`config.mk`:
```
export PLATFORM = sky130hd
export DESIGN_NAME = alcf_cfg
export DESIGN_NICKNAME = d
export VERILOG_FILES = /design/src/design/alcf_pkg.sv /design/src/design/alcf_cfg.sv
export SDC_FILE = /design/constraint.sdc
export NUM_CORES = 1
export LEC_CHECK = 0
export ABC_AREA = 1
export BUFFER_PORTS_ARGS = -buffer_cell sky130_fd_sc_hd__buf_2
export CAP_MARGIN = 20
export CORE_ASPECT_RATIO = 1.1
export CORE_MARGIN = 2
export CORE_UTILIZATION = 48
export DETAILED_ROUTE_END_ITERATION = 16
export PLACE_DENSITY = 0.87
export SLEW_MARGIN = 20
export SYNTH_ARGS = -nofsm -noshare
export SYNTH_HDL_FRONTEND = slang
export SYNTH_SLANG_ARGS = --single-unit
```
`constraint.sdc`:
```
create_clock -name clk -period 1.2 [get_ports clk]
set_input_delay 0.24 -clock clk [delete_from_list [all_inputs] [get_ports clk]]
set_output_delay 0.24 -clock clk [all_outputs]
set_load 0.005 [all_outputs]
```
`src/design/alcf_pkg.sv`:
```
// ---------------------------------------------------------------------------
// alcf_pkg
// Shared types, constants and codes for the linear crossfade core.
// ---------------------------------------------------------------------------
`default_nettype none

package alcf_pkg;

  // q31 unity gain and saturation limits
  localparam logic [31:0] Q31_UNITY = 32'h7FFF_FFFF;
  localparam logic signed [63:0] MAX_32 = 64'sh0000_0000_7FFF_FFFF;
  localparam logic signed [63:0] MIN_32 = -64'sh0000_0000_8000_0000;
  localparam logic signed [31:0] MAX_16 = 32'sh0000_7FFF;
  localparam logic signed [31:0] MIN_16 = -32'sh0000_8000;

  // register bus geometry
  localparam int unsigned ADDR_W = 4;
  localparam int unsigned DATA_W = 32;

  // register indexes
  localparam logic [1:0] REG_SAMPLE_WIDTH = 2'd0;
  localparam logic [1:0] REG_CONVERGE     = 2'd1;
  localparam logic [1:0] REG_TOTAL        = 2'd2;
  localparam logic [1:0] REG_STEP         = 2'd3;

  // reported phase of an item, also selects the output source
  localparam logic [1:0] FP_CONVERGE = 2'd0;
  localparam logic [1:0] FP_FADE     = 2'd1;
  localparam logic [1:0] FP_PASS_NEW = 2'd2;

  // internal period state
  localparam logic [1:0] PH_IDLE = 2'd0;
  localparam logic [1:0] PH_CONV = 2'd1;
  localparam logic [1:0] PH_FADE = 2'd2;

  typedef struct packed {
    logic        sample_width;
    logic [23:0] converge_samples;
    logic [23:0] period_samples;
    logic [30:0] ramp_step;
  } cfg_t;

  // per-item decision handed from the control to the mixer
  typedef struct packed {
    logic [1:0]  fade_phase;
    logic        fade_done;
    logic [31:0] up_gain;
    logic [31:0] down_gain;
  } ctrl_t;

endpackage

`default_nettype wire

```
`src/design/alcf_cfg.sv`:
```
// ---------------------------------------------------------------------------
// alcf_cfg
// Register file behind the apb-style configuration port.
// ---------------------------------------------------------------------------
`default_nettype none

module alcf_cfg
  import alcf_pkg::*;
(
  input  wire logic              clk,
  input  wire logic              rst_n,
  input  wire logic              psel,
  input  wire logic              penable,
  input  wire logic              pwrite,
  input  wire logic [ADDR_W-1:0] paddr,
  input  wire logic [DATA_W-1:0] pwdata,
  output logic      [DATA_W-1:0] prdata,
  output logic                   pready,
  output cfg_t                   cfg
);

  cfg_t       cfg_r, cfg_nxt;
  logic [1:0] reg_idx;
  logic       wr_en;

  assign pready  = 1'b1;
  assign reg_idx = paddr[3:2];
  assign wr_en   = psel && penable && pwrite;

  // write decode
  always_comb begin
    cfg_nxt = cfg_r;
    if (wr_en) begin
      unique case (reg_idx)
        REG_SAMPLE_WIDTH: cfg_nxt.sample_width     = pwdata[0];
        REG_CONVERGE:     cfg_nxt.converge_samples = pwdata[23:0];
        REG_TOTAL:        cfg_nxt.period_samples   = pwdata[23:0];
        REG_STEP:         cfg_nxt.ramp_step        = pwdata[30:0];
        default:          cfg_nxt = cfg_r;
      endcase
    end
  end

  always_ff @(posedge clk) begin
    if (!rst_n) begin
      cfg_r.sample_width     <= 1'b0;
      cfg_r.converge_samples <= 24'd0;
      cfg_r.period_samples   <= 24'd1;
      cfg_r.ramp_step        <= 31'd0;
    end else begin
      cfg_r <= cfg_nxt;
    end
  end

  // read mux
  always_comb begin
    unique case (reg_idx)
      REG_SAMPLE_WIDTH: prdata = {31'd0, cfg_r.sample_width};
      REG_CONVERGE:     prdata = {8'd0, cfg_r.converge_samples};
      REG_TOTAL:        prdata = {8'd0, cfg_r.period_samples};
      REG_STEP:         prdata = {1'b0, cfg_r.ramp_step};
      default:          prdata = '0;
    endcase
  end

  assign cfg = cfg_r;

endmodule

`default_nettype wire

```
==> run metrics, run 1 <==
CP Capture Type output pin; Startpoint Class primary input; Final WS setup -88.0 ps; clk_skew 0 ps; final setup violation count 20; Distinct cells, synth 16; DR WL/cell 13.7 µm; Vias/cell 5.10; CTS H-tree depth 3; minimum clock period 1290 ps; maximum vdd ir drop 0.767 mV; post-place instance area 4770 µm²; period utilization 1.07; CP required 960 ps; DP HPWL 7330 µm; max reg flops 80; RePlAce Congestion 0.803; Initial Util 0.499; clock edge transition at the registers on the reported setup and hold paths 80 ps; Pre-Repair DR Iteration Count 5; Die ar. 8530 µm²; r2r setup slk 510 ps; crit-path most repeated cell buf_12; slowest CP cell nor2_4; Top-Level Pins 154; synth-to-layout area growth 45.4%; Fmax achieved 776 MHz; TritonCTS Sinks 80; combinational share of power 0.143; pin count of the biggest net entering global routing 81; synthesized cell area 3750 µm²; slowest stage delay, CP 160 ps; failing checks negative setup slack; final instance area 5450 µm²; via count 4451; share of layout cells above drive strength 1 0.376; LEAKAGE 3.04 nW; GRT overflow 0; Mapped Nets 641; floorplan die height 96.7 µm; P_int 4.14 mW; max-cap violation count 0; CTS Buf Count 9; Worst Hold Class in -> reg; clk buf depth 2; IO buf count 148; warnings from Yosys 0; sequential share of the synthesized area 0.427; WL final 12000 µm; Max Slew Vio Count 0; Worst Path Arrival 1050 ps; TritonCTS clock tree built; Yosys reg bits 80; cells along the critical path buf_12 > nor2_4 > buf_6 > buf_12 > nand2_1 > nand3_1 > buf_2; DR iter-0 viols 209; most common cell after layout, fill and taps aside nor2_1; CP Max Fanout 7; status finished with violations; WS Path Type in -> out; Final Hold Viols 0; vias in the first global route 3872; Clk pwr share 0.363; Overall Global Routing Usage 0.270; Routed Antenna Nets 0; clk root buf clkbuf_8; nets@finish 805; initial antenna violation count 0; unrepaired setup endpoints after global routing yes; Hold-fix buffers, CTS 0; post-layout util 0.725; hold slack final 157 ps; switching part of the total power 0.261; cell count after synthesis 600; Mean Syn Cell Area 6.25 µm²; most frequent cells in the layout nor2_1 (164), buf_2 (145), nand2_1 (128), nand3_1 (86), dfxtp_1 (58); Antenna Cells 0; PD cells 1030 nW/µm²; residual DRC count 0; first-pass GRT wire length 18300 µm; core footprint 7510 µm²; die width 88.2 µm; Flop pwr share 0.494; Worst-Skew Late Latency 340 ps; switching power 1.46 mW; Row Count 33
layout make-up:
type | count | area [µm²]
clock buffer | 11 | 151
clock inverter | 4 | 52.6
fill | 608 | 2060
inverter | 42 | 165
multi-input combinational | 437 | 2040
sequential | 80 | 1630
tap | 105 | 131
timing repair buffer | 194 | 1280
through the flow:
step	std cells	setup TNS (ps)	power, mW	setup WS [ps]
2_1_floorplan	600	0	3.18	81.4
6_report	873	-1130	5.60	-88.0
3_3_place_gp	844	-3050	3.46	-104
4_1_cts	876	-1560	5.61	-87.9
3_5_place_dp	844	-4970	3.48	-142
5_1_grt	873	-2140	5.82	-138
synth_stat cells (all sizes together):
| cell type | n | area share |
|---|---|---|
| nor2 | 171 | 0.17 |
| nand2 | 157 | 0.16 |
| nand3 | 104 | 0.14 |
| dfxtp | 80 | 0.43 |
| inv | 42 | 0.042 |
| buf | 36 | 0.049 |
| clkbuf | 5 | 0.0050 |
| conb | 2 | 0.0020 |
| a21oi | 1 | 0.0013 |
| nand4 | 1 | 0.0017 |
| o21ai | 1 | 0.0013 |
power by group through the flow:
stage / registers (mW) / logic [mW] / clock network [mW]
after global routing: 2.77 / 0.874 / 2.17
after detailed placement: 2.82 / 0.665 / 0
after floorplan: 2.82 / 0.362 / 0
after global placement: 2.81 / 0.649 / 0
final: 2.77 / 0.799 / 2.03
after CTS: 2.76 / 0.798 / 2.05
kinds of logic (layout without fill, tap and decap cells):
kind of cell,count (synthesis),count (layout),synth area share
simple gates,433,433,0.472
buf+inv,83,251,0.0962
flops,80,80,0.427
other cells,2,2,0.00200
compound gates,2,2,0.00267
final timing paths:
check | startpoint | endpoint | cells past startpoint
setup / recovery | paddr[3] | prdata[12] | 7
hold / removal | pwdata[0] | cfg[31] | 3
setup reg to reg | cfg[27] | cfg[27] | 3
hold reg to reg | cfg[21] | cfg[21] | 2
layer usage:
| metal | vias to the layer above | part of all wire | track usage |
|---|---|---|---|
| li1 | 2176 | - | - |
| met1 | 2006 | 0.40 | 0.341 |
| met2 | 234 | 0.49 | 0.447 |
| met3 | 35 | 0.080 | 0.0461 |
| met4 | 0 | 0.028 | 0.118 |
| met5 | - | 0 | 0 |
critical path: cells and delay by family:
family,cells,cell delay [ps]
buffers and inverters,4,530
AND/OR/NAND/NOR,3,280
timing repair:
action                     4_1_cts  5_1_grt
setup endpoints to repair       24       32
pin swaps                        3       10
cloned                           4        0
buffers inserted                13        3
resized for setup               51       64
No activity file was read; power rests on OpenSTA's default activity.
==> inputs of run 2 (changes only) <==
--- a/config.mk
+++ b/config.mk
@@ -6,13 +6,14 @@
 export NUM_CORES = 1
 export LEC_CHECK = 0
 export ABC_AREA = 1
+export ABC_CLOCK_PERIOD_IN_PS = 1200
 export BUFFER_PORTS_ARGS = -buffer_cell sky130_fd_sc_hd__buf_2
 export CAP_MARGIN = 20
 export CORE_ASPECT_RATIO = 1.1
 export CORE_MARGIN = 2
 export CORE_UTILIZATION = 48
 export DETAILED_ROUTE_END_ITERATION = 16
-export PLACE_DENSITY = 0.87
+export PLACE_DENSITY = 0.8
 export SLEW_MARGIN = 20
 export SYNTH_ARGS = -nofsm -noshare
 export SYNTH_HDL_FRONTEND = slang
==> run 2 against run 1 <==
  * The run still ends with negative setup slack left
  * Non-clock buffer count grew 22
  * Final area grew 6.8%
  * Critical path depth rose by 2
  * Die area unchanged
  * Setup slack got worse by 22 ps
  * Fmax fell by 1.7%
  * Via count is 3.9% higher
  * Sequential power about the same
  * Combinational power is 17% higher
  * Critical path type unchanged
==> run metrics, run 2 (synthesis results as in run 1) <==
Vias/cell 5.16 (+1.2%); TritonCTS clock tree built; min-delay src pwdata[0]; initial antenna violation count 0 (unchanged); synth-to-layout area growth 55.3%; maximum vdd ir drop 0.850 mV (+11%); Final WS setup -110 ps (-22.1 ps); Reg2Reg Depth 3 (unchanged); Final Hold Viols 0 (unchanged); most frequent cells in the layout nor2_1 (164), buf_2 (145), nand2_1 (126), nand3_1 (84), dfxtp_1 (49); post-layout util 0.775 (+0.0493); die width 88.2 µm (unchanged); r2r setup slk 440 ps (-70 ps); CTS Buf Count 9 (unchanged); critical path depth 9 (+2); period utilization 1.09 (+0.0184); Initial Util 0.499 (unchanged); DR iter-0 viols 262 (+25%); clk_skew 0 ps (unchanged); Filler cells 538 (-12%); PD cells 1060 nW/µm² (+2.8%); WL final 13500 µm (+13%); CP required 960 ps (about the same); CP Max Fanout 6 (-1); Row Count 33 (unchanged); Die ar. 8530 µm² (unchanged); first-pass GRT wire length 20600 µm (+12%); clock edge transition at the registers on the reported setup and hold paths 80 ps (about the same); Pre-Repair DR Iteration Count 5 (unchanged); RePlAce Congestion 0.825 (+2.7%); Max Slew Vio Count 0 (unchanged); Fmax achieved 763 MHz (-1.7%); cells along the critical path buf_12 > inv_8 > nor2_4 > buf_6 > buf_12 > buf_12 > nand2_2 > nand3_2 > buf_2; CP endpoint prdata[18]; Antenna Cells 0 (unchanged); Worst Hold Class in -> reg; vias in the first global route 4312 (+11%); Worst setup startpoint paddr[3]; crit-path most repeated cell buf_12; core footprint 7510 µm² (unchanged); Top-Level Pins 154 (unchanged); unrepaired setup endpoints after global routing yes; clk root buf clkbuf_8; DP HPWL 7550 µm (+3.0%); Worst Path Arrival 1070 ps (+20 ps); status finished with violations; DR WL/cell 15.1 µm (+10%); pin count of the biggest net entering global routing 48 (-41%); CP Capture Type output pin; minimum clock period 1310 ps (+22.1 ps); Startpoint Class primary input; delay-heaviest family, CP buffers and inverters; max-cap violation count 0 (unchanged); Setup TNS -1680 ps (-556 ps); max reg flops 80 (unchanged); Hold-fix buffers, CTS 0 (unchanged); R2R Path End cfg[79]; IO buf count 148 (unchanged); most common cell after layout, fill and taps aside nor2_1; GRT overflow 0 (unchanged); share of layout cells above drive strength 1 0.412 (+0.0358); Overall Global Routing Usage 0.307 (+0.0372); slowest CP cell buf_12; Routed Antenna Nets 0 (unchanged); WS Path Type in -> out; via count 4623 (+3.9%); LEAKAGE 3.24 nW (+6.6%); residual DRC count 0 (unchanged); final setup violation count 23 (+15%); TritonCTS Sinks 80 (unchanged); slowest stage delay, CP 140 ps (-20 ps); failing checks negative setup slack; Crit path buffers/inverters 6 (+2); clk buf depth 2 (unchanged); CTS H-tree depth 3 (unchanged); nets@finish 827 (+2.7%); r2r startpoint cfg[79]; floorplan die height 96.7 µm (unchanged); Worst-Skew Late Latency 350 ps (about the same)
-- run 2: changes by cell type in the layout (fill, tap and decap cells not counted), sizes merged --
| cell | delta |
|---|---|
| buf | +21 |
| bufbuf | +1 |
| bufinv | +2 |
| inv | -1 |
-- run 2: through the flow --
| step | power (mW) | std cells | instance area (µm²) | setup slack (ps) | hold WS, ps |
|---|---|---|---|---|---|
| finish | 6.15 | 896 | 5820 | -110 | 130 |
| CTS | 6.06 | 894 | 5660 | -105 | 120 |
| global placement | 3.49 | 848 | 4850 | -110 | 472 |
| global route | 6.33 | 896 | 5820 | -130 | 150 |
| detailed placement | 3.51 | 848 | 4850 | -127 | 480 |
| floorplan | 3.18 | 600 | 3750 | 81.4 | 366 |
-- run 2: metal layers --
| metal | up-vias | global-route usage | share of wire |
|---|---|---|---|
| met1 | 2099 | 0.372 | 0.38 |
| met2 | 257 | 0.510 | 0.50 |
| met5 | - | 0 | 0 |
| met3 | 56 | 0.0486 | 0.080 |
| li1 | 2211 | - | - |
| met4 | 0 | 0.170 | 0.039 |
-- run 2: how the worst min path moves through the flow --
stage	to	slack, ps	cells after the start
after global placement	cfg[31]	470	3
final	cfg[31]	130	3
after floorplan	cfg[31]	370	2
after CTS	cfg[31]	120	3
after detailed placement	cfg[31]	480	3
after global routing	cfg[31]	150	3
-- run 2: final cells by class --
cell class	count	area, µm²	share of cell area
repair buffers	216	1580	0.272
clock inverters	5	104	0.0178
flip-flops and latches	80	1640	0.282
multi-input cells	437	2050	0.352
inverters	42	170	0.0292
well taps	105	131	0.0226
clock buffers	11	141	0.0243
-- run 2: timing repair --
action / CTS / global route
gates resized for setup: 67 / 61
endpoints found under the setup margin: 26 / 33
cloned: 5 / 0
setup buffers: 25 / 5
pin swaps: 12 / 14
-- run 2: power breakdown --
group / switching (mW) / internal [mW]
Combinational: 0.491 / 0.441
Clock: 1.01 / 1.44
Sequential: 0.0529 / 2.71
-- run 2: tightest hold or removal path, cell delays in order --
cell     delay (ps)
buf_2           100
nand2_1          50
nand3_1          70
==> inputs of run 3 (changes only) <==
--- a/config.mk
+++ b/config.mk
@@ -5,7 +5,6 @@
 export SDC_FILE = /design/constraint.sdc
 export NUM_CORES = 1
 export LEC_CHECK = 0
-export ABC_AREA = 1
 export ABC_CLOCK_PERIOD_IN_PS = 1200
 export BUFFER_PORTS_ARGS = -buffer_cell sky130_fd_sc_hd__buf_2
 export CAP_MARGIN = 20
==> constraint.sdc (replaced) <==
create_clock -name clk -period 1.2 [get_ports clk]
set_input_delay 0.06 -clock clk [delete_from_list [all_inputs] [get_ports clk]]
set_output_delay 0.06 -clock clk [all_outputs]
set_load 0.005 [all_outputs]
==> run 3 against run 2 <==
  * The run still ends with negative setup slack left
  * Worst hold slack worse by 110 ps
  * Die area is 3.6% lower
  * Clock-buffer cell count is 2 higher
  * Sequential power is 2% lower
  * Register-to-register slack worse by 40 ps
  * Total power is 15% lower
  * Clock power is 20% lower
  * Synthesized area is 3.8% lower
  * Flip-flop and latch count stayed put
  * Combinational power is 45% lower
==> run metrics, run 3 <==
TritonCTS clock tree built; top cells by area, synth dfxtp_1 (44%), mux2i_1 (22%), nand2_1 (11%); Pre-Repair DR Iteration Count 4 (-1); delay-heaviest family, CP flip-flops; Synth area leader dfxtp_1; GRT overflow 0 (unchanged); die width 86.6 µm (-1.8%); PD cells 993 nW/µm² (-6.0%); most frequent cells in the layout buf_2 (147), nand2_1 (110), mux2i_1 (79), buf_4 (55), dfxtp_2 (49); Die ar. 8220 µm² (-3.6%); cell count after synthesis 367 (-39%); residual DRC count 0 (unchanged); clk root buf clkbuf_8; via count 3423 (-26%); IO buf count 148 (unchanged); dpl ws -39.3 ps (+88.0 ps); Top-Level Pins 154 (unchanged); unrepaired setup endpoints after global routing yes; max-cap violation count 0 (unchanged); pin count of the biggest net entering global routing 52 (+8.3%); Distinct cells, synth 21 (+5); Antenna Cells 0 (unchanged); Worst-Skew Late Latency 330 ps (-20 ps); Row Count 33 (unchanged); FFs w/ async S/R, synth 0 (unchanged); top-count cell post-synth nand2_1; clk buf depth 2 (unchanged); post-layout util 0.708 (-0.0668); cells along the critical path mux2_2 > a22o_1 > buf_2; ys flop type dfxtp_1; period utilization 1.09 (+0.00282); CP Capture Type output pin; nets@finish 605 (-27%); max reg flops 80 (unchanged); Yosys reg bits 80 (unchanged); Mean Syn Cell Area 9.83 µm² (+57%); status finished with violations; CP Max Fanout 2 (-4); Placed Instances 584 (-31%); warnings from Yosys 0 (unchanged); vias in the first global route 3242 (-25%); floorplan die height 94.9 µm (-1.8%); initial antenna violation count 0 (unchanged); final setup violation count 24 (+4.3%); Vias/cell 5.22 (+1.1%); CP required 1140 ps (+180 ps); LEAKAGE 2.71 nW (-16%); post-synth top area share 0.444 (+0.0168); slowest stage delay, CP 330 ps (+190 ps); share of layout cells above drive strength 1 0.527 (+0.115); first-pass GRT wire length 15400 µm (-25%); RePlAce Congestion 0.772 (-6.4%); maximum vdd ir drop 0.587 mV (-31%); Worst Path Arrival 1250 ps (+180 ps); Routed Antenna Nets 0 (unchanged); Final Hold Viols 0 (unchanged); Initial Util 0.488 (-0.0108); WL final 9980 µm (-26%); failing checks negative setup slack; DR WL/cell 15.2 µm (+0.62%); CTS Buf Count 9 (unchanged); DR iter-0 viols 88 (-66%); sequential share of the synthesized area 0.444 (+0.0168); EDFF count, synth 0 (unchanged); Post-synth top cells nand2_1 (110), dfxtp_1 (80), mux2i_1 (79), a22o_1 (23), mux2_2 (23); final cell count without fillers 656 (-27%); Crit path buffers/inverters 1 (-5); slowest CP cell dfxtp_2; clk_skew 0 ps (unchanged); Max Slew Vio Count 0 (unchanged); core footprint 7390 µm² (-1.6%); DP HPWL 6250 µm (-17%); minimum clock period 1310 ps (+3.38 ps); WS Path Type reg -> out; Fmax achieved 761 MHz (-0.26%); synth-to-layout area growth 45.1%; Overall Global Routing Usage 0.239 (-0.0685); CTS H-tree depth 3 (unchanged); Worst Hold Class in -> reg; r2r setup slk 400 ps (-40 ps); Mapped Nets 408 (-36%); Final WS setup -114 ps (-3.38 ps); Startpoint Class flip-flop; most common cell after layout, fill and taps aside buf_2; synthesized cell area 3610 µm² (-3.8%); TritonCTS Sinks 80 (unchanged); clock edge transition at the registers on the reported setup and hold paths 80 ps (about the same)
run 3: cell count changes after synthesis, moves of 41 or more:
| cell | previous run | this run |
|---|---|---|
| nor2_1 | 168 | 1 |
| inv_1 | 41 | 0 |
| nand2_1 | 156 | 110 |
| mux2i_1 | 0 | 79 |
| nand3_1 | 104 | 0 |
run 3: stage by stage:
stage / cell area, µm² / hold WS, ps / power, mW / setup TNS [ps]
after floorplan: 3610 / 202 / 3.02 / 0
after global placement: 4470 / 311 / 3.20 / 0
after detailed placement: 4470 / 321 / 3.22 / -97.2
after CTS: 5160 / 1.29 / 5.22 / -2260
after global routing: 5230 / 12.2 / 5.39 / -2840
final: 5230 / 15.7 / 5.20 / -1790
run 3: timing repair:
| item | 4_1_cts | 5_1_grt |
|---|---|---|
| pin swaps | 6 | 6 |
| hold buffers | 10 | 0 |
| resized for setup | 59 | 4 |
| hold endpoints to repair | 10 | 0 |
| endpoints found under the setup margin | 24 | 24 |
| buffers inserted | 38 | 8 |
run 3: cells by family (layout without fill, tap and decap cells):
logic type	after synthesis	after routing	share of synthesized area
and+or+nand+nor	124	124	0.140
buffers and inverters	33	235	0.0555
DFF	80	80	0.444
muxes	103	103	0.297
AOI/OAI and AO/OA	25	25	0.0607
other	2	2	0.00208
run 3: final cells by class:
type	instances	area [µm²]
Fill cell	546	2160
Multi-Input combinational cell	254	1870
Sequential cell	80	1660
Timing Repair Buffer	219	1390
Clock buffer	13	159
Tap cell	87	109
Clock inverter	3	40.0
run 3: worst paths after layout:
| check | cells after the start | end | start |
|---|---|---|---|
| hold / removal | 3 | cfg[32] | pwdata[1] |
| hold reg to reg | 2 | cfg[13] | cfg[13] |
| setup / recovery | 3 | prdata[11] | cfg[11] |
| setup reg to reg | 4 | cfg[51] | cfg[51] |
run 3: worst register-to-register path: cells and delay by family (launching register included):
family	cells	cell delay [ps]
flip-flops	1	320
AND/OR/NAND/NOR	1	50
multiplexers	1	60
buffers and inverters	2	250
run 3: layer usage:
layer	GRT usage	vias up	wire, µm
met3	0.0358	29	404
met2	0.426	134	5040
li1	-	1645	-
met5	0	-	0
met1	0.278	1615	4250
met4	0.116	0	285
run 3: power by group:
part	switching [mW]	leakage, nW	internal [mW]
combinational	0.265	1.94	0.249
clock	0.896	0.103	1.07
sequential	0.0240	0.669	2.69
total	1.18	2.71	4.01
