===== src/design/alcf_pkg.sv =====
// ---------------------------------------------------------------------------
// alcf_pkg
// Shared types, constants and codes for the linear crossfade core.
// ---------------------------------------------------------------------------
`default_nettype none

package alcf_pkg;

  // q31 unity gain and saturation limits
  localparam logic [31:0] Q31_UNITY = 32'h7FFF_FFFF;
  localparam logic signed [63:0] MAX_32 = 64'sh0000_0000_7FFF_FFFF;
  localparam logic signed [63:0] MIN_32 = -64'sh0000_0000_8000_0000;
  localparam logic signed [31:0] MAX_16 = 32'sh0000_7FFF;
  localparam logic signed [31:0] MIN_16 = -32'sh0000_8000;

  // register bus geometry
  localparam int unsigned ADDR_W = 4;
  localparam int unsigned DATA_W = 32;

  // register indexes
  localparam logic [1:0] REG_SAMPLE_WIDTH = 2'd0;
  localparam logic [1:0] REG_CONVERGE     = 2'd1;
  localparam logic [1:0] REG_TOTAL        = 2'd2;
  localparam logic [1:0] REG_STEP         = 2'd3;

  // reported phase of an item, also selects the output source
  localparam logic [1:0] FP_CONVERGE = 2'd0;
  localparam logic [1:0] FP_FADE     = 2'd1;
  localparam logic [1:0] FP_PASS_NEW = 2'd2;

  // internal period state
  localparam logic [1:0] PH_IDLE = 2'd0;
  localparam logic [1:0] PH_CONV = 2'd1;
  localparam logic [1:0] PH_FADE = 2'd2;

  typedef struct packed {
    logic        sample_width;
    logic [23:0] converge_samples;
    logic [23:0] period_samples;
    logic [30:0] ramp_step;
  } cfg_t;

  // per-item decision handed from the control to the mixer
  typedef struct packed {
    logic [1:0]  fade_phase;
    logic        fade_done;
    logic [31:0] up_gain;
    logic [31:0] down_gain;
  } ctrl_t;

endpackage

`default_nettype wire


===== src/design/alcf_ctrl.sv =====
// ---------------------------------------------------------------------------
// alcf_ctrl
// Period counter, phase tracking and q31 gain ramps.
// ---------------------------------------------------------------------------
`default_nettype none

module alcf_ctrl
  import alcf_pkg::*;
(
  input  wire logic  clk,
  input  wire logic  rst_n,
  input  wire cfg_t  cfg,
  input  wire logic  item_fire,
  input  wire logic  block_end,
  output ctrl_t      ctrl
);

  logic [23:0] cnt_r, cnt_nxt;
  logic [31:0] up_r, up_nxt;
  logic [31:0] down_r, down_nxt;
  logic [1:0]  phase_r, phase_nxt;

  logic        past_total;
  logic        converging;
  logic [23:0] cnt_inc;
  logic [23:0] cnt_after;
  logic [31:0] up_eff;
  logic [31:0] down_eff;
  logic [32:0] up_sum;
  logic [31:0] up_step;

  assign past_total = cnt_r >= cfg.period_samples;
  assign converging = cnt_r < cfg.converge_samples;
  assign cnt_inc    = cnt_r + 24'd1;

  // ramps restart on the first fading item of a period
  assign up_eff   = (phase_r == PH_FADE) ? up_r : 32'd0;
  assign down_eff = (phase_r == PH_FADE) ? down_r : Q31_UNITY;

  // saturating ramp step
  assign up_sum  = {1'b0, up_eff} + {2'b00, cfg.ramp_step};
  assign up_step = (up_sum > {1'b0, Q31_UNITY}) ? Q31_UNITY : up_sum[31:0];

  // decision for the current item and next state
  always_comb begin
    cnt_nxt         = cnt_r;
    up_nxt          = up_r;
    down_nxt        = down_r;
    phase_nxt       = phase_r;
    ctrl.fade_done  = 1'b0;
    ctrl.up_gain    = up_eff;
    ctrl.down_gain  = down_eff;
    cnt_after       = cnt_r;
    if (past_total) begin
      ctrl.fade_phase = FP_PASS_NEW;
    end else begin
      if (converging) begin
        ctrl.fade_phase = FP_CONVERGE;
        phase_nxt       = PH_CONV;
      end else begin
        ctrl.fade_phase = FP_FADE;
        phase_nxt       = PH_FADE;
        up_nxt          = up_step;
        down_nxt        = Q31_UNITY - up_step;
      end
      cnt_after      = cnt_inc;
      cnt_nxt        = cnt_inc;
      ctrl.fade_done = (cnt_inc == cfg.period_samples);
    end
    // period restart at the end of a block once the period is over
    if (block_end && (cnt_after >= cfg.period_samples)) begin
      cnt_nxt   = 24'd0;
      phase_nxt = PH_IDLE;
    end
  end

  always_ff @(posedge clk) begin
    if (!rst_n) begin
      cnt_r   <= 24'd0;
      up_r    <= 32'd0;
      down_r  <= Q31_UNITY;
      phase_r <= PH_IDLE;
    end else if (item_fire) begin
      cnt_r   <= cnt_nxt;
      up_r    <= up_nxt;
      down_r  <= down_nxt;
      phase_r <= phase_nxt;
    end
  end

endmodule

`default_nettype wire


===== config.mk =====
export PLATFORM = sky130hd
export DESIGN_NAME = alcf_ctrl
export DESIGN_NICKNAME = d
export VERILOG_FILES = /design/src/design/alcf_pkg.sv /design/src/design/alcf_ctrl.sv
export SDC_FILE = /design/constraint.sdc
export NUM_CORES = 1
export LEC_CHECK = 0
export BUFFER_PORTS_ARGS = -buffer_cell sky130_fd_sc_hd__buf_2
export CAP_MARGIN = 20
export CORE_MARGIN = 3
export CORE_UTILIZATION = 45
export DETAILED_ROUTE_END_ITERATION = 8
export PLACE_DENSITY = 0.69
export SETUP_SLACK_MARGIN = 0.1
export SLEW_MARGIN = 10
export SYNTH_ARGS = -nofsm -noshare
export SYNTH_HDL_FRONTEND = slang
export SYNTH_SLANG_ARGS = --single-unit

===== constraint.sdc =====
create_clock -name clk -period 5.25 [get_ports clk]
set_clock_uncertainty 0.15 [all_clocks]
set_input_delay 0.525 -clock clk [delete_from_list [all_inputs] [get_ports clk]]
set_output_delay 0.525 -clock clk [all_outputs]
set_load 0.02 [all_outputs]

==> results.yml, run 1 <==
pwr:
  power.density_mw_per_mm2: 172
  p_int_mw: 1.16
  vdd_drop_max_mv: 0.154
  p_leak_nw: 4.96
  netSwitchingFraction_pct: 31.3
  netSwitchingPower_uw: 526
  clockPowerShare_pct: 39.8
  p_comb_share_pct: 18.5
  power_frac_seq_pct: 41.7
setup_path:
  critical_path.max_fanout: 8
  critPathCaptureType: "register"
  worstPathRequired_ns: 5.38
  setup.worst_path.class: "register to register"
  cp.arrival_ns: 5.03
  critPathLaunchType: "register"
clock_tree:
  cts_buffers: 9
  htree_levels: 3
  worst_skew_pair.late_latency_ns: 0.36
  cts.sinks: 89
  clkSlewWorstSetupHoldPaths_ns: 0.07
  cts_tree: "done"
  cts-resized-gates: 0
  clockBufferDepth: 2
  postCtsHoldBufs: 0
  cts_setup_buffers: 0
  root_buffer: "clkbuf_16"
yosys:
  synth_xor_xnor_area_share_pct: 7.85
  syn_inst: 1078
  yosysWarningCount: 0
  synth_area_mm2: 0.00848
  ys_async_sr_fraction_pct: 0
  syn_nets: 1266
  synthFlopType: "dfxtp_1"
  synth_mux_area_share_pct: 0.870
  synth_fa_ha_area_share_pct: 15.4
  synth_seq_cells: 89
  synth_top_family_by_area: "compound AO/OA/AOI/OAI gates"
  synth_compound_area_share_pct: 26.4
  seq_area_frac_synth_pct: 21.0
  ys_types: 72
  postSynthAreaPerCell_um2: 7.87
  yosys.area_share.simple_pct: 20.4
  synth_edf_count: 0
layout:
  nets: 1389
  drive_above_1_share_pct: 21.9
  final_cell_mix: "149 x buf_2, 103 x ha_1, 98 x inv_1"
  final_common_cell: "buf_2"
  fin_cells: 1435
  antennaDiodeCount: 0
  syn_to_final_growth_pct: 15.7
routing:
  dr.pass1.iters: 5
  wire_per_inst_um: 16.6
  drtIter0Drc: 684
  drt-total-wl_um: 23900
  detail-route-antenna-nets: 0
  drc: 0
  vias_per_cell: 5.80
  dr_total_vias: 8325
global_routing:
  use_met2_pct: 35.7
  grt_pass1_vias: 7739
  grt_antenna_before_repair: 1
  grt_max_degree: 87
  grtUsageMet3_pct: 4.06
  grt_use_met1_pct: 33.8
  grt_usage_pct: 23.3
  grt_pass1_wl_um: 38900
  busiest_layer: "met2"
  grt-ovfl-total: 0
outcome:
  status: "complete, no violations"
sta:
  max-slew-margin-rel_pct: 39.2
  drv_slew: 0
  finalCriticalPeriod_ns: 4.90
  worst_pin_slew_ns: 0.913
  fmax_ghz: 0.204
  finalSetupViolCount: 0
  finalHoldViolations: 0
  fin_tns_setup_ns: 0
  rsz0062_at_grt: "no"
  timing.final.crit_share_pct: 93.3
floorplan:
  rows: 49
  die_height_um: 143
  die_area_mm2: 0.0205
  io_pins: 151
  start_util_pct: 46.4
  chipWidth_um: 143
  core_area_mm2: 0.0183
place:
  hpwlAfterDp_um: 18100
  io_buffer_count: 149
  gp_congestion: 0.951
  dp.cells: 1419
run:
  drv_cap: 0
worst_hold_path:
  hold_class: "register to register"
-- sequential cells by signal, indices dropped and copies added, names as in the netlist --
name,count
down_r,31
up_r,32
cnt_r,24
phase_r,2
-- area by class of cell --
cell class              count  area, um^2
fillers                  1772        8460
multi-input cells         818        6070
flip-flops and latches     89        1780
repair buffers            184        1010
inverters                  99         372
well taps                 229         287
clock buffers               9         225
clock inverters             7        73.8
-- routing by layer --
| metal | routed length [um] | part of all wire, % | vias up |
|---|---|---|---|
| met3 | 1720 | 7.2 | 33 |
| met2 | 10200 | 43 | 271 |
| met5 | 13 | 0.054 | - |
| met4 | 455 | 1.9 | 2 |
| met1 | 11400 | 48 | 3834 |
| li1 | - | - | 4185 |
-- per-stage QoR --
stage / power (mW) / worst slack (ns) / hold slack, ns / area [um^2] / utilization [%]
3_3_place_gp: 1.02 / 0.205 / 0.264 / 9520 / 52.1
2_1_floorplan: 0.925 / 0.104 / 0.255 / 8500 / -
4_1_cts: 1.70 / 0.418 / 0.281 / 9810 / 53.7
5_1_grt: 1.77 / 0.122 / 0.325 / 9810 / 53.7
6_report: 1.68 / 0.354 / 0.281 / 9810 / 53.7
3_5_place_dp: 1.03 / 0.118 / 0.266 / 9520 / 52.1
-- synth_stat cells (all sizes together) (7+ instances only) --
cell type / number / area, um^2
xnor2: 48 / 420
a21oi: 55 / 275
or4b: 7 / 70.1
a211oi: 11 / 82.6
a31oi: 18 / 113
o221a: 28 / 315
o221ai: 29 / 254
ha: 103 / 1290
nor3: 13 / 65.1
buf: 27 / 143
o21ai: 36 / 180
and2: 41 / 257
nand2: 92 / 348
nand2b: 14 / 87.6
inv: 99 / 372
nand3: 35 / 175
xor2: 28 / 245
o211ai: 21 / 158
dfxtp: 89 / 1780
a21o: 44 / 330
clkbuf: 45 / 169
o22ai: 7 / 43.8
nand4b: 7 / 61.3
nand4: 27 / 175
o31ai: 8 / 60.1
nor2: 50 / 188
-- path summary, 6_finish.rpt --
path | startpoint | to | slack (ns) | depth (start not counted)
max | cnt_r[1] | cnt_r[23] | 0.35 | 16
min | up_r[31] | up_r[31] | 0.28 | 2
max reg2reg | cnt_r[1] | cnt_r[23] | 0.35 | 16
min reg2reg | up_r[31] | up_r[31] | 0.28 | 2
-- logic make-up after synthesis --
logic type | after synthesis
simple gates | 325
compound gates | 306
fa+ha+maj | 104
xor+xnor | 76
buf+inv | 171
mux | 7
flops | 89
-- worst max-delay path, stage by stage, from the launching register on --
cell,delay (ns)
dfxtp_1,0.47
ha_1,0.32
nand2_1,0.22
nor4_2,0.42
and3_1,0.40
nand3_1,0.16
or2_2,0.32
xnor2_1,0.13
ha_1,0.30
a21o_1,0.16
a21oi_1,0.26
nand3_1,0.16
or2_2,0.33
o22ai_2,0.13
buf_4,0.17
or4b_2,0.59
o211ai_1,0.11
-- power groups by stage --
stage / Clock [mW] / Sequential, mW / Combinational, mW
after global routing: 0.708 / 0.706 / 0.354
after detailed placement: 0 / 0.719 / 0.309
after CTS: 0.684 / 0.703 / 0.311
after global placement: 0 / 0.719 / 0.303
final: 0.670 / 0.703 / 0.312
after floorplan: 0 / 0.713 / 0.212
(Power assumes the default switching activity.)
==> run 2, diff against run 1 <==
- CORE_MARGIN: 3 -> 2
==> run 2 against run 1 <==
Compared with the run above: global-route usage increased by 0.12 points; sequential cell count is the same; clock power shrank 3.3%; largest power group unchanged.
==> results.yml, run 2 (synthesized netlist as in run 1, its figures left out) <==
routing:
  detail-route-antenna-nets: 0
  wire_per_inst_um: 16.5
  vias_per_cell: 5.80
  drt-total-wl_um: 23700
  dr_total_vias: 8329
  dr.pass1.iters: 5
  drc: 0
  drtIter0Drc: 699
setup_path:
  crit_path_cell_trace: "ha_1, nand2_1, nor4_2, and3_1, nand3_1, or2_2, xnor2_1, ha_1, a21o_1, a21oi_1, nand3_1, or2_2, o22ai_2, buf_4, or4b_2, o211ai_1"
  crit_buf_inv: 1
  slowest_stage: "or4b_2"
  r2r_end: "cnt_r[17]"
  critical_path.max_fanout: 8
  crit_path_max_incr_delay_ns: 0.59
  worst-r2r-setup-slack_ns: 0.39
  critPathLaunchType: "register"
  r2r_start: "cnt_r[1]"
  critPathCaptureType: "register"
  setup.worst_path.class: "register to register"
  cp.arrival_ns: 4.99
  reg2reg_depth: 16
  worstSetupStartpoint: "cnt_r[1]"
  worstPathRequired_ns: 5.38
  crit_family: "simple AND/OR/NAND/NOR gates"
layout:
  fill_cells: 1776
  regMostFlops: "up_r"
  nets: 1386
  fin_cells: 1437
  antennaDiodeCount: 0
  largest_reg_flops: 32
  syn_to_final_growth_pct: 15.4
  drive_above_1_share_pct: 21.6
  final_cell_mix: "149 x buf_2, 103 x ha_1, 98 x inv_1"
  final_common_cell: "buf_2"
  reg.largest.list: "up_r x32, down_r x31, cnt_r x24"
pwr:
  netSwitchingPower_uw: 513
  power.density_mw_per_mm2: 170
  p_leak_nw: 4.95
  p_comb_share_pct: 18.6
  p_int_mw: 1.15
  netSwitchingFraction_pct: 30.9
  clockPowerShare_pct: 39.0
  vdd_drop_max_mv: 0.231
  power_frac_seq_pct: 42.4
clock_tree:
  cts_buffers: 9
  cts_setup_buffers: 0
  clkSlewWorstSetupHoldPaths_ns: 0.07
  worst_skew_pair.late_latency_ns: 0.36
  cts-resized-gates: 0
  postCtsHoldBufs: 0
  cts_tree: "done"
  cts.sinks: 89
  root_buffer: "clkbuf_16"
  clockBufferDepth: 2
  htree_levels: 3
global_routing:
  grt-ovfl-total: 0
  grt_antenna_before_repair: 0
  grt_usage_pct: 23.4
  grt_pass1_wl_um: 37900
  grt_max_degree: 87
  grt_pass1_vias: 7568
floorplan:
  io_pins: 151
  chipWidth_um: 141
  die_height_um: 141
  start_util_pct: 45.7
  rows: 50
  core_area_mm2: 0.0186
  die_area_mm2: 0.0200
place:
  hpwlAfterDp_um: 18000
  dp.cells: 1421
  io_buffer_count: 149
  gp_congestion: 0.954
run:
  drv_cap: 0
sta:
  fmax_ghz: 0.206
  fin_tns_setup_ns: 0
  max-slew-margin-rel_pct: 39.1
  finalCriticalPeriod_ns: 4.86
  finalSetupViolCount: 0
  timing.final.crit_share_pct: 92.7
  rsz0062_at_grt: "no"
  drv_slew: 0
  finalHoldViolations: 0
  worst_pin_slew_ns: 0.914
worst_hold_path:
  hold_class: "register to register"
  hold_start: "up_r[31]"
  hold_depth: 2
  worst_hold_path.endpoint: "up_r[31]"
outcome:
  status: "complete, no violations"
==> run 2: cell types whose count changed in the layout (fill, tap and decap cells not counted), sizes merged <==
cell and delta:
clkinvlp -2, clkbuf +1, buf -3, clkinv +1
==> run 2: worst max path at each step <==
| stage | cells past startpoint | slack, ns | end |
|---|---|---|---|
| 6_report | 16 | 0.39 | cnt_r[17] |
| 5_1_grt | 16 | 0.10 | cnt_r[3] |
| 4_1_cts | 16 | 0.44 | cnt_r[23] |
| 2_1_floorplan | 23 | 0.10 | cnt_r[22] |
| 3_3_place_gp | 22 | 0.19 | cnt_r[17] |
| 3_5_place_dp | 22 | 0.11 | cnt_r[23] |
==> run 2: power groups by stage <==
stage | registers [mW] | clock network, mW | logic, mW
floorplan | 0.713 | 0 | 0.212
global placement | 0.719 | 0 | 0.301
detailed placement | 0.719 | 0 | 0.307
CTS | 0.703 | 0.660 | 0.308
global route | 0.706 | 0.684 | 0.347
finish | 0.704 | 0.648 | 0.309
==> run 2: per-layer routing <==
layer  track usage (%)  up-vias  share of wire (%)
met4              6.74        0                1.5
met1              33.8     3881                 49
li1                  -     4183                  -
met3              3.24       21                5.7
met5                 0        -                  0
met2              36.3      244                 43
==> run 2: stage by stage <==
stage | power [mW] | hold slack (ns) | utilization (%) | instance area, um^2 | setup slack (ns)
CTS | 1.67 | 0.284 | 52.7 | 9790 | 0.443
floorplan | 0.925 | 0.255 | - | 8500 | 0.104
global placement | 1.02 | 0.263 | 51.2 | 9510 | 0.185
finish | 1.66 | 0.281 | 52.7 | 9790 | 0.385
global route | 1.74 | 0.303 | 52.7 | 9790 | 0.102
detailed placement | 1.03 | 0.274 | 51.2 | 9510 | 0.112
==> run 2: layout make-up <==
cell class / count / area (um^2) / area share (%)
clock buffers: 10 / 229 / 2.34
flip-flops and latches: 89 / 1780 / 18.2
repair buffers: 181 / 998 / 10.2
inverters: 99 / 372 / 3.80
clock inverters: 6 / 48.8 / 0.498
multi-input cells: 818 / 6070 / 62.0
well taps: 234 / 293 / 2.99
==> run 2: worst min-delay path: stages, from the launching register on <==
cell and delay, ns:
dfxtp_1 0.31, nand2_1 0.05, nor2_1 0.03
==> run 3, diff against run 2 <==
- CELL_PAD_IN_SITES_DETAIL_PLACEMENT: not set -> 1
- CELL_PAD_IN_SITES_GLOBAL_PLACEMENT: not set -> 1
- CORE_UTILIZATION: 45 -> 38
- PLACE_DENSITY: 0.69 -> not set
- PLACE_DENSITY_LB_ADDON: not set -> 0.1
==> run 3 against run 2 <==
Compared with the run above: global-route usage shrank 0.077 points; first-iteration DRC count shrank 28%; register-to-register slack got worse by 0.06 ns; die area up 18%; routed wire length is 15% higher; sequential power down 1%; largest power group is now clock.
==> results.yml, run 3 (synthesized netlist as in run 1, its figures left out) <==
global_routing:
  grt_pass1_wl_um: 45100
  grt_pass1_vias: 8474
  grt_antenna_before_repair: 0
  grt-ovfl-total: 0
  grt_usage_pct: 23.3
  grt_max_degree: 58
layout:
  syn_to_final_growth_pct: 19.1
  reg.largest.list: "up_r x32, down_r x31, cnt_r x24"
  design_area_mm2: 0.0101
  final_common_cell: "buf_2"
  antennaDiodeCount: 0
  fill_cells: 2775
  nets: 1408
  final_cell_mix: "149 x buf_2, 103 x ha_1, 97 x inv_1"
  drive_above_1_share_pct: 23.8
  regMostFlops: "up_r"
  largest_reg_flops: 32
setup_path:
  worstSetupStartpoint: "cnt_r[0]"
  crit_family: "compound AO/OA/AOI/OAI gates"
  r2r_end: "cnt_r[21]"
  r2r_start: "cnt_r[0]"
  crit_path_cell_trace: "inv_1, ha_1, nand2b_1, a21o_1, a21oi_1, o211ai_1, a32oi_2, and2_1, buf_4, mux2_2, ha_1, a21o_1, a21o_1, a21oi_1, o22ai_1, buf_4, o21ai_0, or4b_2, o211ai_1"
  slowest_stage: "or4b_2"
  critPathCaptureType: "register"
  crit_buf_inv: 3
  critPathMostFrequentCell: "a21o_1"
  worst-r2r-setup-slack_ns: 0.32
  crit_path_max_incr_delay_ns: 0.63
  worstPathRequired_ns: 5.38
  critical_path.max_fanout: 19
  setup.worst_path.class: "register to register"
  reg2reg_depth: 19
  critPathLaunchType: "register"
  cp.arrival_ns: 5.06
place:
  hpwlAfterDp_um: 20900
  place_area_mm2: 0.00975
  io_buffer_count: 149
  gp_congestion: 0.832
sta:
  timing.final.crit_share_pct: 93.9
  drv_slew: 0
  worst_pin_slew_ns: 0.899
  finalHoldViolations: 0
  finalSetupViolCount: 0
  max-slew-margin-rel_pct: 40.0
  finalCriticalPeriod_ns: 4.93
  fmax_ghz: 0.203
  rsz0062_at_grt: "no"
  holdWs_ns: 0.276
routing:
  detail-route-antenna-nets: 0
  wire_per_inst_um: 18.1
  drc: 0
  dr_total_vias: 8437
  drt-total-wl_um: 27200
  dr.pass1.iters: 4
  vias_per_cell: 5.61
  drtIter0Drc: 500
clock_tree:
  worst_skew_pair.late_latency_ns: 0.36
  clockBufferDepth: 2
  cts_setup_buffers: 0
  cts_buffers: 9
  root_buffer: "clkbuf_16"
  htree_levels: 3
  cts.sinks: 89
  clkSlewWorstSetupHoldPaths_ns: 0.07
  cts_tree: "done"
pwr:
  p_leak_nw: 5.08
  vdd_drop_max_mv: 0.133
  power.density_mw_per_mm2: 173
run:
  drv_cap: 0
worst_hold_path:
  hold_start: "up_r[31]"
  hold_class: "register to register"
  worst_hold_path.endpoint: "up_r[31]"
  hold_depth: 2
floorplan:
  die_area_mm2: 0.0235
  io_pins: 151
  core_area_mm2: 0.0219
  rows: 54
  die_height_um: 153
  chipWidth_um: 153
  start_util_pct: 38.8
outcome:
  status: "complete, no violations"
-- run 3: cell count changes in the layout (fill, tap and decap cells not counted), moves of 2 or more --
cell | before | now
a21oi_1 | 54 | 51
nor2_2 | 0 | 2
nor2_1 | 50 | 48
buf_4 | 31 | 52
a21oi_2 | 1 | 4
-- run 3: cell type report --
| cell class | count | area, um^2 | share of cell area, % |
|---|---|---|---|
| Clock buffer | 10 | 239 | 2.37 |
| Timing Repair Buffer | 203 | 1180 | 11.6 |
| Sequential cell | 89 | 1780 | 17.7 |
| Clock inverter | 6 | 73.8 | 0.731 |
| Inverter | 99 | 372 | 3.68 |
| Multi-Input combinational cell | 818 | 6110 | 60.5 |
| Tap cell | 280 | 350 | 3.47 |
-- run 3: how the worst max path moves through the flow --
| stage | slack, ns | depth (start not counted) | to |
|---|---|---|---|
| 2_1_floorplan | 0.10 | 23 | cnt_r[22] |
| 3_3_place_gp | 0.02 | 23 | cnt_r[23] |
| 3_5_place_dp | -0.08 | 22 | cnt_r[23] |
| 4_1_cts | 0.12 | 22 | cnt_r[23] |
| 5_1_grt | 0.11 | 19 | cnt_r[21] |
| 6_report | 0.32 | 19 | cnt_r[21] |
-- run 3: repair_timing --
action | CTS | global route
gates cloned | 0 | 0
pin swaps | 0 | 1
hold buffers | 0 | 0
gates resized for setup | 1 | 10
endpoints found under the setup margin | 1 | 18
-- run 3: metal layers --
| layer | track usage (%) | share of wire [%] |
|---|---|---|
| met2 | 38.3 | 46 |
| met3 | 2.92 | 3.3 |
| met5 | 0 | 0 |
| met4 | 3.63 | 0.72 |
| met1 | 33.3 | 50 |
-- run 3: worst min-delay path, stage by stage, from the launching register on --
cell,delay [ns]
dfxtp_1,0.31
nand2_1,0.05
nor2_1,0.03
-- run 3: power breakdown --
part	internal [mW]	switching [mW]	total [mW]
Clock	0.389	0.323	0.712
Sequential	0.684	0.0132	0.697
Combinational	0.147	0.194	0.341
-- run 3: metrics by stage --
step | setup slack [ns] | cells | utilization (%) | TNS [ns] | total power, mW
final | 0.321 | 1505 | 46.1 | 0 | 1.75
after global placement | 0.0195 | 1489 | 44.5 | 0 | 1.04
after CTS | 0.116 | 1505 | 46.0 | 0 | 1.77
after global routing | 0.109 | 1505 | 46.1 | 0 | 1.83
after floorplan | 0.104 | 1078 | - | 0 | 0.925
after detailed placement | -0.0773 | 1489 | 44.5 | -0.205 | 1.05
